--- src/rtl/tamrb_pkg.sv ---
// tamrb_pkg: shared constants, codes and types for the timed audio mixing ring.
// Used by every module of the block; depends on nothing.
`default_nettype none

package tamrb_pkg;

  localparam int unsigned RING_DEPTH_DEF = 4096;
  localparam int unsigned MAX_FRAME_DEF  = 1024;

  localparam int unsigned TIME_W     = 32;
  localparam int unsigned SAMPLE_W   = 16;
  localparam int unsigned CFG_IDX_W  = 3;
  localparam int unsigned CFG_DATA_W = 32;
  localparam int unsigned STEP_W     = 6;

  localparam logic [1:0] OP_TIMED = 2'd0;
  localparam logic [1:0] OP_HEAD  = 2'd1;
  localparam logic [1:0] OP_READ  = 2'd2;

  localparam logic [1:0] ST_OK   = 2'd0;
  localparam logic [1:0] ST_LATE = 2'd1;
  localparam logic [1:0] ST_FAR  = 2'd2;
  localparam logic [1:0] ST_DIS  = 2'd3;

  localparam logic [CFG_IDX_W-1:0] CFG_ENABLE = 3'd0;
  localparam logic [CFG_IDX_W-1:0] CFG_SPF    = 3'd1;
  localparam logic [CFG_IDX_W-1:0] CFG_BLEN   = 3'd2;
  localparam logic [CFG_IDX_W-1:0] CFG_PERIOD = 3'd3;
  localparam logic [CFG_IDX_W-1:0] CFG_START  = 3'd4;

  typedef struct packed {
    logic              start;
    logic [STEP_W-1:0] steps;
  } div_ctrl_t;

  typedef struct packed {
    logic busy;
    logic done;
  } div_stat_t;

endpackage

`default_nettype wire

--- src/rtl/tamrb_div.sv ---
// tamrb_div: shared restoring divider, one quotient bit per cycle.
// Dividend is left aligned by the caller; runs a given number of steps.
// Depends on tamrb_pkg.
`default_nettype none

module tamrb_div #(
  parameter int unsigned DVW = 13
) (
  input  wire                                   clk_i,
  input  wire                                   rst_ni,
  input  wire  tamrb_pkg::div_ctrl_t            ctrl_i,
  input  wire  [tamrb_pkg::TIME_W-1:0]          dividend_i,
  input  wire  [DVW-1:0]                        divisor_i,
  output tamrb_pkg::div_stat_t                  stat_o,
  output logic [tamrb_pkg::TIME_W-1:0]          quot_o,
  output logic [DVW-1:0]                        rem_o
);

  logic                               busy_q;
  logic                               done_q;
  logic [tamrb_pkg::STEP_W-1:0]       cnt_q;
  logic [tamrb_pkg::TIME_W-1:0]       quo_q;
  logic [DVW-1:0]                     rem_q;
  logic [DVW-1:0]                     dsr_q;
  logic [DVW:0]                       trial;
  logic [DVW:0]                       diff;
  logic                               fits;

  assign trial = {rem_q, quo_q[tamrb_pkg::TIME_W-1]};
  assign diff  = trial - {1'b0, dsr_q};
  assign fits  = trial >= {1'b0, dsr_q};

  always_ff @(posedge clk_i or negedge rst_ni) begin
    if (!rst_ni) begin
      busy_q <= 1'b0;
      done_q <= 1'b0;
      cnt_q  <= '0;
    end else begin
      done_q <= busy_q && (cnt_q == tamrb_pkg::STEP_W'(1));
      if (ctrl_i.start) begin
        busy_q <= 1'b1;
        cnt_q  <= ctrl_i.steps;
      end else if (busy_q) begin
        cnt_q <= cnt_q - tamrb_pkg::STEP_W'(1);
        if (cnt_q == tamrb_pkg::STEP_W'(1)) begin
          busy_q <= 1'b0;
        end
      end
    end
  end

  always_ff @(posedge clk_i) begin
    if (ctrl_i.start) begin
      quo_q <= dividend_i;
      rem_q <= '0;
      dsr_q <= divisor_i;
    end else if (busy_q) begin
      quo_q <= {quo_q[tamrb_pkg::TIME_W-2:0], fits};
      rem_q <= fits ? diff[DVW-1:0] : trial[DVW-1:0];
    end
  end

  assign stat_o.busy = busy_q;
  assign stat_o.done = done_q;
  assign quot_o      = quo_q;
  assign rem_o       = rem_q;

endmodule

`default_nettype wire

--- config.mk ---
export PLATFORM = sky130hd
export DESIGN_NAME = tamrb_div
export DESIGN_NICKNAME = d
export VERILOG_FILES = /design/src/rtl/tamrb_pkg.sv /design/src/rtl/tamrb_div.sv
export SDC_FILE = /design/constraint.sdc
export NUM_CORES = 1
export LEC_CHECK = 0
export ABC_AREA = 1
export BUFFER_PORTS_ARGS = -buffer_cell sky130_fd_sc_hd__buf_2
export CAP_MARGIN = 20
export CORE_AREA = 4 4 91 136
export CTS_CLUSTER_SIZE = 25
export DETAILED_ROUTE_END_ITERATION = 12
export DIE_AREA = 0 0 95 140
export PLACE_DENSITY = 0.55
export SYNTH_ARGS = -nofsm -noshare
export SYNTH_HDL_FRONTEND = slang
export SYNTH_SLANG_ARGS = --single-unit
--- constraint.sdc ---
create_clock -name clk_i -period 5.23 [get_ports clk_i]
set_input_delay 0.523 -clock clk_i [delete_from_list [all_inputs] [get_ports clk_i]]
set_output_delay 0.523 -clock clk_i [all_outputs]
set_load 0.005 [all_outputs]
==> qor.yml, run 1 <==
status: "finished, final reports clean"
final.setup.tns_ps: 0
gp_congestion: 0.825
path_clk_slew_ps: 50
drt-total-wl_um: 9510
dieArea_um2: 13300
pre_cts_ws_ps: 2760
cts_buffer_depth: 2
vias: 3291
end_kind: "flop"
ys_top_cells_by_count: "nand2_1 (194), inv_1 (69), edfxtp_1 (45)"
cts_sinks: 66
synth_most_common_cell: "nand2_1"
initial_core_util: 0.333
final_max_slew_viol_count: 0
async_flop_share: 0.121
synth_area_um2: 3760
port_buffers: 100
ff2ff_setup_slack_ps: 2900
cts-root-buf: "clkbuf_16"
via_per_inst: 4.58
cts_hold_buf: 0
synth_nets: 535
yosysSeqAreaShare: 0.482
worstSetupEndpoint: "quot_o[0]"
syn_inst: 465
worstMarginPinSlew_ps: 1040
hold_path.class: "input pin to async pin"
max_clock_freq_mhz: 429
ys_seq_elements: 66
critical_path_required_ps: 5310
fillers: 1219
synth_top_flop_cell: "edfxtp_1"
maxCapViolCount: 0
std_cell_rows: 48
synth_cell_types: 32
critPathKind: "flop to flop"
period_minus_slack_ps: 2330
power.leakage_nw: 2.46
multi_input_area_um2: 1590
finalClockSkew_ps: 7.74
grt_max_degree: 55
rr_worst_depth: 12
gr-total-overflow: 0
dp_hpwl_um: 7390
maxSlewHeadroom: 0.303
setup_ws_ps: 2900
ys_warn_count: 0
cts_tree: "built"
synth_top_area_share: 0.360
fin_crit_sh: 0.446
drc_errors: 0
yosysTopAreaCell: "edfxtp_1"
powerDensity_nw_per_um2: 421
post_dp_cell_area_um2: 4380
setup_viol: 0
avgSynthCellArea_um2: 8.08
cts_setup_buffers: 0
area_growth_pct: 23.2
timing.critical_path.mode_cell: "nand2_1"
synth-edff-count: 45
htreeDepth: 3
io_pins: 101
fin_nets: 633
insertion_delay_ps: 330
antenna_cells: 0
worstPathArrival_ps: 2420
routedWlPerCell_um: 13.2
first_iter_violations: 185
path_max_fanout: 15
yosys-top-cells-area: "edfxtp_1 (36%), nand2_1 (19%), dfxtp_1 (6.9%)"
grtUsageTotal: 0.154
ant_nets: 0
grt_pass1_wl_um: 16100
ctsResizeCount: 0
worstPathCellList: "inv_1, ha_1, inv_1, fa_1, nand2_1, nand2_1, nand3_1, nand2_1, nand2_2, nand3_4, nand2_1, nand2_1"
r2r_start: "quot_o[31]"
crit_path_start_kind: "flop"
slowest_delay_ps: 440
final_cell_area_um2: 4630
antenna_found_initial: 0
ir_drop_mv: 0.176
dr.pass1.iters: 4
cp_slowest_cell: "fa_1"
die_h_um: 140
startpoint: "quot_o[31]"
grt_pass1_vias: 3438
die_w_um: 95
crit_family: "simple AND/OR/NAND/NOR gates"
path_buf_inv: 2
final_core_util: 0.410
cp_num_cells: 12
finalHoldViolations: 0
rsz0062_at_grt: "no"
numCtsBuffers: 9
core_um2: 11300
drive_above_1_share: 0.236
r2r_end: "quot_o[0]"
seqCellArea_um2: 1810
-- cells in the final DEF (no fill, tap or decap), types with 2 or more instances in the layout --
cell / n
edfxtp_1: 45
inv_2: 2
clkbuf_16: 9
buf_2: 100
o221ai_1: 3
dfrtp_1: 8
nand2_2: 6
xor2_1: 6
buf_4: 3
a21oi_1: 3
dfxtp_1: 13
ha_1: 15
nor2_2: 3
o21ai_0: 3
nand2_1: 194
clkinv_1: 3
nand3_2: 6
clkbuf_1: 5
nand3_1: 26
nand4_1: 18
nor2_1: 14
inv_1: 69
o211ai_1: 3
xnor2_1: 4
-- worst min path at each step --
stage	slack (ps)	startpoint	to	cells after the start
floorplan	230	rst_ni	busy_q	0
global placement	370	rst_ni	busy_q	1
detailed placement	380	rst_ni	busy_q	1
CTS	30	rst_ni	cnt_q[2]	1
global route	30	rst_ni	cnt_q[2]	1
finish	30	rst_ni	cnt_q[2]	1
-- cell type report --
class | instances | area share
repair buffers | 103 | 0.113
well taps | 150 | 0.0405
inverters | 72 | 0.0584
clock buffers | 14 | 0.0527
flip-flops and latches | 66 | 0.391
multi-input cells | 311 | 0.342
clock inverters | 2 | 0.00162
-- flip-flops by register name (all words and copies together), names as in the netlist --
signal and cells:
busy_q 1, done_q 1, quot_o 32, cnt_q 6, dsr_q 13, rem_o 13
-- routing by layer --
| layer | wire length [µm] | GRT usage | vias to the layer above |
|---|---|---|---|
| li1 | - | - | 1674 |
| met1 | 3960 | 0.179 | 1504 |
| met2 | 4660 | 0.254 | 98 |
| met3 | 673 | 0.0543 | 15 |
| met4 | 211 | 0.0639 | 0 |
| met5 | 0 | 0 | - |
-- report_power, final --
group | total, mW | switching, mW | internal, mW
Combinational | 0.700 | 0.427 | 0.273
Sequential | 0.726 | 0.0717 | 0.654
Clock | 0.521 | 0.204 | 0.318
Total | 1.95 | 0.703 | 1.24
-- cell families after synthesis --
family	Yosys count	share of synthesized area
adders and majority gates	16	0.0553
buffers and inverters	88	0.0959
and+or+nand+nor	270	0.314
AOI/OAI and AO/OA	15	0.0290
DFF	66	0.482
xor gates and xnor gates	10	0.0233
-- metrics by stage --
step	total power, mW	hold WS (ps)	cells
final	1.95	34.0	718
after global placement	1.44	374	702
after global routing	2.11	33.8	718
after floorplan	1.24	227	465
after detailed placement	1.44	383	702
after CTS	1.98	27.3	718
-- worst register-to-register path: stages, from the launching register on --
cell and delay (ps):
edfxtp_1 380, inv_1 90, ha_1 150, inv_1 70
fa_1 440, nand2_1 100, nand2_1 50, nand3_1 60
nand2_1 90, nand2_2 240, nand3_4 240, nand2_1 130
nand2_1 60
(Power assumes the default switching activity.)
==> run 2, diff against run 1 <==
Settings changed: ABC_AREA 1 to 0, CORE_AREA 4 4 91 136 to 4 4 89 133, DIE_AREA 0 0 95 140 to 0 0 93 137, PLACE_DENSITY 0.55 to 0.57.
Clock period 5.23 ns to 2.12 ns, I/O delays scaled along.
==> run 2 against run 1 <==
Critical path depth decreased by 2. Power increased to 2.6 times the previous value. Sequential share of layout area decreased by 1.2 points. Utilization increased by 4.1 points. Critical endpoint unchanged. The run now ends with negative setup slack left. Cell count decreased by 19%. Non-clock buffer count increased by 34. Cell area increased by 3.2%. Global-route usage decreased by 0.93 points. Routed wire length decreased by 6.6%. First-iteration DRC count decreased by 44%.
==> qor.yml, run 2 <==
routedWlPerCell_um: 15.2
finalClockSkew_ps: 5.86
std_cell_rows: 46
path_clk_slew_ps: 60
violations: "negative setup slack"
layout_commonest_cell: "buf_2"
grt.busiest_layer: "met2"
gr-total-overflow: 0
power.leakage_nw: 2.15
avgSynthCellArea_um2: 11.7
synth_area_um2: 3550
final.setup.tns_ps: -1370
port_buffers: 100
cts_sinks: 66
insertion_delay_ps: 330
grt_use_met2: 0.249
fin_nets: 504
cts_buffer_depth: 2
setup_viol: 14
async_flop_share: 0.121
maxSlewHeadroom: 0.710
synth_cell_types: 52
fin_crit_sh: 1.07
cp_slowest_cell: "edfxtp_1"
yosysSeqAreaShare: 0.510
grtUsageTotal: 0.145
first_iter_violations: 103
path_buf_inv: 2
area_growth_pct: 34.6
grt_pass1_wl_um: 14400
worstPathArrival_ps: 2360
synth_top_area_share: 0.381
grt_pass1_vias: 3000
grt_max_degree: 33
cts_tree: "built"
antenna_found_initial: 0
pre_cts_ws_ps: -270
grt_util_met1: 0.164
antenna_cells: 0
ys_seq_elements: 66
dp_hpwl_um: 6610
setup_ws_ps: -156
critPathKind: "flop to flop"
die_h_um: 137
ir_drop_mv: 0.456
syn_inst: 303
period_minus_slack_ps: 2280
rsz0062_at_grt: "yes"
end_kind: "flop"
final_max_slew_viol_count: 0
core_um2: 10600
ant_nets: 0
synth-edff-count: 45
final_cell_mix: "buf_2 (100), edfxtp_1 (45), buf_4 (34)"
drive_above_1_share: 0.476
ys_warn_count: 0
critical_path_required_ps: 2200
largest_register_ffs: 32
vias: 2869
worstMarginPinSlew_ps: 431
dr.pass1.iters: 4
crit_path_start_kind: "flop"
drc_errors: 0
path_max_fanout: 3
htreeDepth: 3
synth_top_flop_cell: "edfxtp_1"
hold_path.class: "input pin to flop"
yosysTopAreaCell: "edfxtp_1"
cts-root-buf: "clkbuf_16"
maxCapViolCount: 0
drt-total-wl_um: 8880
slowest_delay_ps: 380
yosys-top-cells-area: "edfxtp_1 (38%), mux2_2 (10%), dfxtp_1 (7.3%)"
io_pins: 101
ys_top_cells_by_count: "edfxtp_1 (45), mux2_2 (32), inv_1 (20)"
crit_family: "compound AO/OA/AOI/OAI gates"
grtUsageMet3: 0.0457
synth_most_common_cell: "edfxtp_1"
status: "finished, violations left"
via_per_inst: 4.92
powerDensity_nw_per_um2: 1050
numCtsBuffers: 9
dieArea_um2: 12700
synth_nets: 373
worstPathCellList: "inv_1, ha_2, inv_2, fa_2, a211oi_2, o21ai_2, a21oi_2, a21o_1, nand2_1, mux2_2"
max_clock_freq_mhz: 439
finalHoldViolations: 0
initial_core_util: 0.335
gp_congestion: 0.851
die_w_um: 93
[run 2: worst paths after layout]
| path | from | to | slack, ps | cells past startpoint |
|---|---|---|---|---|
| worst max register to register | quot_o[31] | quot_o[0] | -160 | 10 |
| max in group asynchronous | rst_ni | done_q | 1680 | 2 |
| worst max-delay path | quot_o[31] | quot_o[0] | -160 | 10 |
| min in group asynchronous | rst_ni | cnt_q[3] | 260 | 2 |
| worst min-delay path | divisor_i[0] | dsr_q[0] | 60 | 1 |
| worst min register to register | rem_o[10] | rem_o[10] | 530 | 2 |
[run 2: kinds of logic after synthesis]
logic type               share of synthesized area
AO/OA/AOI/OAI                                0.129
multiplexers                                 0.107
buffers and inverters                       0.0620
AND/OR/NAND/NOR                              0.101
flip-flops                                   0.510
adder cells (fa/ha/maj)                     0.0585
XOR/XNOR                                    0.0321
[run 2: power by group]
part	switching (mW)	internal (mW)
logic	0.823	0.841
registers	0.132	1.60
clock network	0.587	1.04
[run 2: per-layer routing]
| metal | vias to the layer above | wire [µm] |
|---|---|---|
| li1 | 1398 | - |
| met4 | 0 | 217 |
| met1 | 1355 | 3540 |
| met5 | - | 0 |
| met2 | 98 | 4520 |
| met3 | 18 | 605 |
[run 2: per-stage QoR]
step                      instance area, µm²  total power [mW]  instances   util  hold WS, ps
after floorplan                         3560              2.70        303      -        -83.6
after global placement                  4350              3.28        563  0.411         69.5
after detailed placement                4350              3.31        563  0.411         71.3
after CTS                               4740              5.03        582  0.448         49.1
after global routing                    4780              5.33        583  0.451         42.9
final                                   4780              5.03        583  0.451         59.6
[run 2: area by class of cell]
cell class	count	area [µm²]
flip-flops and latches	66	1810
clock buffers	9	225
repair buffers	137	788
inverters	20	75.1
fillers	1059	5810
multi-input cells	200	1590
well taps	144	180
clock inverters	7	103
[run 2: repair_timing]
| action | 4_1_cts | 5_1_grt |
|---|---|---|
| cloned | 1 | 0 |
| pin swaps | 13 | 12 |
| hold endpoints to repair | 8 | 0 |
| gates resized for setup | 9 | 6 |
| buffers inserted | 1 | 1 |
| setup endpoints to repair | 14 | 14 |
| hold buffers | 1 | 0 |
